## src/rtl/core/irt_pkg.sv

```systemverilog
// Shared types and constants for the interval reservation table.
package irt_pkg;

  localparam int FIELD_BITS          = 32;
  localparam int DEFAULT_TABLE_DEPTH = 64;
  localparam int DEFAULT_TIME_BITS   = 32;
  localparam int QUEUE_DEPTH         = 2;

  localparam logic [FIELD_BITS-1:0] COUNT_MAX = '1;

  typedef enum logic [1:0] {
    OUT_GRANTED   = 2'd0,
    OUT_OVERLAP   = 2'd1,
    OUT_FULL      = 2'd2,
    OUT_MALFORMED = 2'd3
  } outcome_t;

  // Classified request handed from the front to the back
  typedef struct packed {
    logic [FIELD_BITS-1:0] number;
    logic [FIELD_BITS-1:0] lo;
    logic [FIELD_BITS-1:0] hi;
    logic                  malformed;
  } req_t;

endpackage

```

## src/rtl/core/interval_reservation_table_top.sv

```systemverilog
// Top level of the interval reservation table.
//
// Usage: each request on the slave stream asks to reserve the closed interval
// [lo_time, hi_time]. The block answers every request with exactly one
// result on the master stream: the request's sequence number (from 1 after
// reset, saturating at all ones), a grant flag and an outcome code (granted,
// overlaps a stored interval, table full, start after finish). A granted
// interval is appended to the table; touching endpoints count as overlap.
// Flow: the front end numbers and checks a request in the accept cycle and
// parks it in a two-entry queue. The table engine then reads the stored
// intervals one per cycle through a single memory read port and a shared
// comparator, finishing one request before it takes the next from the queue;
// a full table, a malformed request or an empty table skips the scan, and a
// clash ends the scan early. The scan sets the sustained rate.
//
// Reset (rst, synchronous) empties the table, the queue and the result
// register and restarts numbering. The table needs no clearing pass. When the
// receiver stalls, the result holds in the output register, the engine waits,
// and the queue still takes up to two more requests before tready drops.
module interval_reservation_table_top #(
  parameter int TABLE_DEPTH = irt_pkg::DEFAULT_TABLE_DEPTH,
  parameter int TIME_BITS   = irt_pkg::DEFAULT_TIME_BITS
) (
  input  logic        clk,
  input  logic        rst,
  input  logic        s_tvalid,
  output logic        s_tready,
  input  logic [63:0] s_tdata,   // [31:0] lo_time, [63:32] hi_time
  output logic        m_tvalid,
  input  logic        m_tready,
  output logic [39:0] m_tdata,   // [31:0] request_number, [33:32] outcome, [39:34] zero
  output logic        m_tuser    // [0] granted
);
  import irt_pkg::*;

  req_t                  push_item;
  req_t                  head_item;
  logic                  push;
  logic                  q_full;
  logic                  q_valid;
  logic                  q_pop;
  logic [FIELD_BITS-1:0] out_number;
  outcome_t              out_outcome;

  // Number, mask and classify each request as it is accepted
  irt_front #(
    .TIME_BITS (TIME_BITS)
  ) u_front (
    .clk       (clk),
    .rst       (rst),
    .s_tvalid  (s_tvalid),
    .s_tready  (s_tready),
    .s_tdata   (s_tdata),
    .push      (push),
    .push_item (push_item),
    .q_full    (q_full)
  );

  // Decouple acceptance from the table scan
  irt_queue u_queue (
    .clk        (clk),
    .rst        (rst),
    .push       (push),
    .push_item  (push_item),
    .full       (q_full),
    .pop        (q_pop),
    .head_valid (q_valid),
    .head_item  (head_item)
  );

  // Scan the table, insert on grant, hold the result for the receiver
  irt_back #(
    .TABLE_DEPTH (TABLE_DEPTH),
    .TIME_BITS   (TIME_BITS)
  ) u_back (
    .clk         (clk),
    .rst         (rst),
    .q_valid     (q_valid),
    .q_item      (head_item),
    .q_pop       (q_pop),
    .out_valid   (m_tvalid),
    .out_ready   (m_tready),
    .out_number  (out_number),
    .out_granted (m_tuser),
    .out_outcome (out_outcome)
  );

  assign m_tdata = {6'b0, out_outcome, out_number};

endmodule

```

## src/rtl/core/irt_front.sv

```systemverilog
// Request front end: numbering, time masking and well-formedness check.
module irt_front #(
  parameter int TIME_BITS = irt_pkg::DEFAULT_TIME_BITS
) (
  input  logic                             clk,
  input  logic                             rst,
  input  logic                             s_tvalid,
  output logic                             s_tready,
  input  logic [2*irt_pkg::FIELD_BITS-1:0] s_tdata,
  output logic                             push,
  output irt_pkg::req_t                    push_item,
  input  logic                             q_full
);
  import irt_pkg::*;

  localparam logic [FIELD_BITS-1:0] TIME_MASK =
    (TIME_BITS >= FIELD_BITS) ? {FIELD_BITS{1'b1}}
                              : FIELD_BITS'((64'd1 << TIME_BITS) - 64'd1);

  logic [FIELD_BITS-1:0] counter;
  logic [FIELD_BITS-1:0] counter_next;
  logic [FIELD_BITS-1:0] lo;
  logic [FIELD_BITS-1:0] hi;

  assign s_tready     = !q_full;
  assign push         = s_tvalid && s_tready;
  assign lo           = s_tdata[FIELD_BITS-1:0] & TIME_MASK;
  assign hi           = s_tdata[2*FIELD_BITS-1:FIELD_BITS] & TIME_MASK;
  // saturate at the top count
  assign counter_next = (counter == COUNT_MAX) ? counter : counter + 1'b1;

  always_comb begin
    push_item.number    = counter_next;
    push_item.lo        = lo;
    push_item.hi        = hi;
    push_item.malformed = lo > hi;
  end

  always_ff @(posedge clk) begin
    if (rst) begin
      counter <= '0;
    end else if (push) begin
      counter <= counter_next;
    end
  end

endmodule

```

## src/rtl/core/irt_queue.sv

```systemverilog
// Short request queue between the front end and the table engine.
module irt_queue (
  input  logic          clk,
  input  logic          rst,
  input  logic          push,
  input  irt_pkg::req_t push_item,
  output logic          full,
  input  logic          pop,
  output logic          head_valid,
  output irt_pkg::req_t head_item
);
  import irt_pkg::*;

  localparam int PTR_W = (QUEUE_DEPTH > 1) ? $clog2(QUEUE_DEPTH) : 1;
  localparam int CNT_W = $clog2(QUEUE_DEPTH + 1);
  localparam logic [CNT_W-1:0] CNT_FULL = CNT_W'(QUEUE_DEPTH);
  localparam logic [PTR_W-1:0] PTR_LAST = PTR_W'(QUEUE_DEPTH - 1);

  req_t             entries [QUEUE_DEPTH];
  logic [PTR_W-1:0] wr_ptr;
  logic [PTR_W-1:0] rd_ptr;
  logic [CNT_W-1:0] count;
  logic             do_pop;

  assign full       = (count == CNT_FULL);
  assign head_valid = (count != '0);
  assign head_item  = entries[rd_ptr];
  assign do_pop     = pop && head_valid;

  always_ff @(posedge clk) begin
    if (push) begin
      entries[wr_ptr] <= push_item;
    end
  end

  always_ff @(posedge clk) begin
    if (rst) begin
      wr_ptr <= '0;
      rd_ptr <= '0;
      count  <= '0;
    end else begin
      if (push) begin
        wr_ptr <= (wr_ptr == PTR_LAST) ? '0 : wr_ptr + 1'b1;
      end
      if (do_pop) begin
        rd_ptr <= (rd_ptr == PTR_LAST) ? '0 : rd_ptr + 1'b1;
      end
      if (push && !do_pop) begin
        count <= count + 1'b1;
      end else if (do_pop && !push) begin
        count <= count - 1'b1;
      end
    end
  end

endmodule

```

## src/rtl/core/irt_back.sv

```systemverilog
// Table engine: serial overlap scan over the stored intervals, insert, result register.
module irt_back #(
  parameter int TABLE_DEPTH = irt_pkg::DEFAULT_TABLE_DEPTH,
  parameter int TIME_BITS   = irt_pkg::DEFAULT_TIME_BITS
) (
  input  logic                          clk,
  input  logic                          rst,
  input  logic                          q_valid,
  input  irt_pkg::req_t                 q_item,
  output logic                          q_pop,
  output logic                          out_valid,
  input  logic                          out_ready,
  output logic [irt_pkg::FIELD_BITS-1:0] out_number,
  output logic                          out_granted,
  output irt_pkg::outcome_t             out_outcome
);
  import irt_pkg::*;

  localparam int SB    = (TIME_BITS < FIELD_BITS) ? TIME_BITS : FIELD_BITS;
  localparam int IDX_W = (TABLE_DEPTH > 1) ? $clog2(TABLE_DEPTH) : 1;
  localparam int UW    = $clog2(TABLE_DEPTH + 1);
  localparam logic [UW-1:0] FULL_COUNT = UW'(TABLE_DEPTH);

  typedef enum logic [1:0] {
    B_IDLE,
    B_SCAN,
    B_DONE
  } state_t;

  logic [SB-1:0]    mem_start  [TABLE_DEPTH];
  logic [SB-1:0]    mem_finish [TABLE_DEPTH];

  state_t           state;
  logic [UW-1:0]    used;
  logic [IDX_W-1:0] scan_addr;
  logic             issue;
  logic             rd_valid;
  logic             rd_last;
  logic [SB-1:0]    rd_start;
  logic [SB-1:0]    rd_finish;
  outcome_t         res_outcome;

  logic             load;
  logic             wr_en;
  logic             last_issue;
  logic             conflict;

  assign load       = !out_valid || out_ready;
  assign q_pop      = (state == B_DONE) && load;
  assign wr_en      = q_pop && (res_outcome == OUT_GRANTED);
  assign last_issue = (scan_addr == IDX_W'(used - 1'b1));
  assign conflict   = !((rd_finish < q_item.lo[SB-1:0]) ||
                        (rd_start > q_item.hi[SB-1:0]));

  // Table storage: one read port for the scan, one write port for the insert
  always_ff @(posedge clk) begin
    if (issue) begin
      rd_start  <= mem_start[scan_addr];
      rd_finish <= mem_finish[scan_addr];
    end
    if (wr_en) begin
      mem_start[used[IDX_W-1:0]]  <= q_item.lo[SB-1:0];
      mem_finish[used[IDX_W-1:0]] <= q_item.hi[SB-1:0];
    end
  end

  always_ff @(posedge clk) begin
    if (rst) begin
      state     <= B_IDLE;
      used      <= '0;
      scan_addr <= '0;
      issue     <= 1'b0;
      rd_valid  <= 1'b0;
      out_valid <= 1'b0;
    end else begin
      if (q_pop) begin
        out_valid <= 1'b1;
      end else if (out_ready) begin
        out_valid <= 1'b0;
      end
      case (state)
        B_IDLE: begin
          if (q_valid) begin
            if (q_item.malformed) begin
              res_outcome <= OUT_MALFORMED;
              state       <= B_DONE;
            end else if (used == FULL_COUNT) begin
              res_outcome <= OUT_FULL;
              state       <= B_DONE;
            end else if (used == '0) begin
              res_outcome <= OUT_GRANTED;
              state       <= B_DONE;
            end else begin
              scan_addr <= '0;
              issue     <= 1'b1;
              state     <= B_SCAN;
            end
          end
        end
        B_SCAN: begin
          rd_last <= last_issue;
          if (issue) begin
            scan_addr <= scan_addr + 1'b1;
          end
          if (rd_valid && (conflict || rd_last)) begin
            // stop early on the first clash
            res_outcome <= conflict ? OUT_OVERLAP : OUT_GRANTED;
            issue       <= 1'b0;
            rd_valid    <= 1'b0;
            state       <= B_DONE;
          end else begin
            rd_valid <= issue;
            if (issue && last_issue) begin
              issue <= 1'b0;
            end
          end
        end
        B_DONE: begin
          if (load) begin
            out_number  <= q_item.number;
            out_granted <= (res_outcome == OUT_GRANTED);
            out_outcome <= res_outcome;
            if (res_outcome == OUT_GRANTED) begin
              used <= used + 1'b1;
            end
            state <= B_IDLE;
          end
        end
        default: begin
          state <= B_IDLE;
        end
      endcase
    end
  end

  a_used_bound: assert property (@(posedge clk) disable iff (rst)
    used <= FULL_COUNT)
    else $error("table count above depth");

  a_read_in_scan: assert property (@(posedge clk) disable iff (rst)
    (rd_valid || issue) |-> (state == B_SCAN))
    else $error("table read outside scan");

  a_grant_grows: assert property (@(posedge clk) disable iff (rst)
    wr_en |=> (used == $past(used) + 1'b1))
    else $error("grant did not add a table entry");

  a_grant_code: assert property (@(posedge clk) disable iff (rst)
    (out_valid && out_granted) |-> (out_outcome == OUT_GRANTED))
    else $error("grant flag and outcome disagree");

  a_no_grant_full: assert property (@(posedge clk) disable iff (rst)
    (used == FULL_COUNT) |-> !wr_en)
    else $error("insert into full table");

endmodule

```

## config.mk

```make
export PLATFORM = sky130hd
export DESIGN_NAME = interval_reservation_table_top
export DESIGN_NICKNAME = d
export VERILOG_FILES = /design/src/rtl/core/irt_pkg.sv /design/src/rtl/core/interval_reservation_table_top.sv /design/src/rtl/core/irt_front.sv /design/src/rtl/core/irt_queue.sv /design/src/rtl/core/irt_back.sv
export SDC_FILE = /design/constraint.sdc
export NUM_CORES = 2
export LEC_CHECK = 0
export ABC_AREA = 0
export BUFFER_PORTS_ARGS = -buffer_cell sky130_fd_sc_hd__buf_2
export CAP_MARGIN = 20
export CORE_ASPECT_RATIO = 1.1
export CORE_MARGIN = 8
export CORE_UTILIZATION = 55
export CTS_CLUSTER_DIAMETER = 100
export DETAILED_ROUTE_END_ITERATION = 6
export PLACE_DENSITY = 0.8
export SETUP_SLACK_MARGIN = 0.05
export SLEW_MARGIN = 10
export SYNTH_ARGS = -nofsm -noshare
export SYNTH_HDL_FRONTEND = slang
export SYNTH_MEMORY_MAX_BITS = 65536
export SYNTH_SLANG_ARGS = --single-unit
```

## constraint.sdc

```tcl
create_clock -name clk -period 11.9 [get_ports clk]
set_input_delay 1.785 -clock clk [delete_from_list [all_inputs] [get_ports clk]]
set_output_delay 1.785 -clock clk [all_outputs]
set_load 0.005 [all_outputs]
```

==> flow_summary_export.csv <==
group,metric,value,unit
sta,drv_slew,0,
floorplanning,die_height,600,um
synth,ys_seq_elements,4447,
synth,async_flop_share,0,
floorplanning,die_w,547,um
place,place_area,0.177,mm^2
worst_hold_path,hold_depth,2,
critical_path,critPathMaxStageDelay,0.78,ns
clock_network,clk_pin_slew,0.07,ns
place,place_congestion,0.896,
global_routing,grt_use_total,0.296,
sta,finalHoldViolations,0,
clock_network,htreeDepth,5,
global_routing,grt_antenna_before_repair,75,
clock_network,post_cts_buffers,0,
finish,final_nets,7513,
synth,synth.area.top_cells,"edfxtp_1, mux4_2, ha_1",
critical_path,worstPathRequired,12.52,ns
place,place_ws,5.38,ns
detailed_routing,num_vias,85200,
sta,finalCriticalPeriod,5.94,ns
critical_path,start_kind,"register",
worst_hold_path,hold_class,"register to register",
critical_path,critical_path_arrival,6.55,ns
place,post-dp-hpwl,251,mm
synth,yosys_warnings,0,
synth,synth_edf_count,4392,
detailed_routing,drtIter0Drc,14500,
pwr,p_leak,57.3,nW
detailed_routing,avgViaCountPerCell,7.17,
sta,setup_slack,5.96,ns
job,maxCapViolCount,0,
worst_hold_path,hold_start,"u_back.rd_valid",
worst_hold_path,whs_endpoint,"u_back.rd_valid",
synth,syn_area,0.170,mm^2
sta,fin_skew,0.108,ns
synth,ys_seq_area_frac,0.780,
synth,synth_top_cell_by_area,"edfxtp_1",
floorplanning,coreArea,0.309,mm^2
global_routing,grt-ovfl-total,0,
finish,postLayoutCellArea,0.191,mm^2
outcome,violations,"design-rule violations",
floorplanning,initial_core_util,0.552,
sta,max_freq,0.168,GHz
critical_path,rr_worst_depth,12,
synth,synth_cells,6975,
floorplanning,dieArea,0.328,mm^2
detailed_routing,wire_per_inst,42.0,um
synth,synth_cell_types,56,
finish,drive_gt1_frac,0.312,
clock_network,cts_buffers,413,
finish,area_growth,11.8,%
detailed_routing,firstDrtPassIters,6,
clock_network,clock_sinks,4447,
finish,fillers,18800,
clock_network,cts_resized,0,
clock_network,ctsLongestPathBuffers,4,
critical_path,crit_slowest_cell,"buf_4",
pwr,power.density,183,mW/mm^2
clock_network,cts_tree,"done",
critical_path,cp_max_fo,42,
sta,setup_viol,0,
critical_path,cp_cell_sequence,"buf_4, buf_4, mux2i_1, ha_1, a211oi_1, o21ai_1, a221oi_1, o221ai_1, a211oi_1, o22a_1, o31ai_1, nor4_1",
clock_network,insertion_delay,0.98,ns
critical_path,r2r_slack,5.96,ns
critical_path,crit_family,"compound AO/OA/AOI/OAI gates",
critical_path,cp_num_cells,12,
sta,tns,0,ns
clock_network,cts_hold_buffers,0,
place,io_buffers,104,
floorplanning,rows,214,
detailed_routing,drc,32,
global_routing,grt_pass1_vias,84800,
critical_path,crit_buf_inv,2,
critical_path,worstReg2RegEnd,"u_back.res_outcome[1]",
outcome,outcome,"finished, violations left",
critical_path,critical_path_class,"register to register",
sta,worstMarginPinSlew,1.28,ns
floorplanning,io_pins,111,
critical_path,worstSetupEndpointType,"register",
synth,yosysTopAreaCellShare,0.774,
detailed_routing,ant_nets,0,
global_routing,grt_first_pass_wirelength,678,mm
sta,max-slew-margin-rel,0.145,
sta,rsz0062_at_grt,"no",
synth,avgSynthCellArea,24.4,um^2
synth,ys.flop_type,"edfxtp_1",
clock_network,cts_root_buf,"clkbuf_16",
global_routing,grt_max_degree,173,
pwr,vdd_drop_max,0.147,mV
sta,fin_crit_sh,0.499,
detailed_routing,route.final.wire_length,499,mm
[stage by stage]
| step | instances | hold WS [ns] | total power, mW | util |
|---|---|---|---|---|
| detailed placement | 11000 | 0.479 | 21.5 | 0.572 |
| CTS | 11800 | 0.488 | 34.8 | 0.616 |
| floorplan | 6980 | 0.440 | 20.3 | - |
| finish | 11900 | 0.487 | 35.0 | 0.617 |
| global route | 11900 | 0.528 | 35.5 | 0.617 |
| global placement | 11000 | 0.481 | 21.3 | 0.572 |
[cell usage in the layout (no fill, tap or decap), drive strengths merged, types with 65 or more instances in the layout]
cell,Yosys,layout
nor2,147,147
clkbuf,203,494
edfxtp,4392,4392
buf,143,295
inv,104,111
diode,0,103
mux4,1344,1344
ha,101,101
mux2i,65,65
clkinv,0,186
[per-layer routing]
layer / part of all wire / global-route usage / up-vias
met2: 0.49 / 0.486 / 8341
met3: 0.11 / 0.0641 / 1888
met5: 0.00029 / 0 / -
li1: - / - / 30800
met1: 0.30 / 0.344 / 44200
met4: 0.10 / 0.227 / 22
[final cells by class]
cell class,count,area (um^2),area share
clock buffers,494,10900,0.0571
repair buffers,295,2280,0.0119
inverters,104,395,0.00207
clock inverters,263,2530,0.0133
diodes,103,258,0.00135
well taps,4104,5130,0.0269
multi-input cells,2083,36100,0.189
flip-flops and latches,4447,133000,0.698
[power by group]
part	internal [mW]	total [mW]	switching, mW
combinational	0.404	2.64	2.24
sequential	18.7	18.8	0.0977
clock	7.47	13.5	6.03
[worst max-delay path by stage]
stage / slack [ns] / from / end
floorplan: 5.26 / s_tvalid / u_queue.entries[0][0]
global placement: 5.21 / m_tready / u_back.mem_finish[15][29]
detailed placement: 5.38 / m_tready / u_back.mem_start[57][7]
CTS: 6.00 / m_tready / u_back.mem_finish[57][16]
global route: 5.82 / register / u_back.res_outcome[0]
finish: 5.96 / register / u_back.res_outcome[1]
[worst register-to-register path, stage by stage, from the launching register on]
cell and delay [ns]:
dfxtp_4 0.61, buf_4 0.79, buf_4 0.73, mux2i_1 0.53
ha_1 0.36, a211oi_1 0.24, o21ai_1 0.13, a221oi_1 0.40
o221ai_1 0.34, a211oi_1 0.32, o22a_1 0.56, o31ai_1 0.22
nor4_1 0.39
[cell families after synthesis]
group / Yosys count / synth area share
compound gates: 117 / 0.00416
xor+xnor: 76 / 0.00391
fa+ha+maj: 101 / 0.00742
buf+inv: 450 / 0.0109
flops: 4447 / 0.780
mux: 1444 / 0.184
other cells: 1 / 0.0000220
simple gates: 339 / 0.00946
[cells in the mapped netlist (all sizes together) (3+ instances only)]
cell type,number
nor3,20
o21ai,30
inv,104
nor2b,9
o31ai,3
buf,143
nand3,28
nand2,57
edfxtp,4392
a221oi,3
nor4,7
and3,6
mux2i,65
mux2,35
ha,101
xnor2,28
xor2,48
clkbuf,203
mux4,1344
and4,3
or3,13
nand4,27
or2,4
nand3b,3
nor2,147
nand2b,5
a21o,17
a21oi,42
o21a,5
a211oi,4
dfxtp,55
[registers in the layout, indices dropped and copies added (netlist names), 2 cells and up, named ones only]
| signal | count |
|---|---|
| u_back.mem_finish | 2048 |
| u_back.mem_start | 2048 |
| u_back.out_number | 32 |
| u_back.out_outcome | 2 |
| u_back.rd_finish | 32 |
| u_back.rd_start | 32 |
| u_back.res_outcome | 2 |
| u_back.scan_addr | 6 |
| u_back.state | 2 |
| u_back.used | 7 |
| u_front.counter | 32 |
| u_queue.count | 2 |
| u_queue.entries | 194 |
Power figures use the tool's default switching activity.
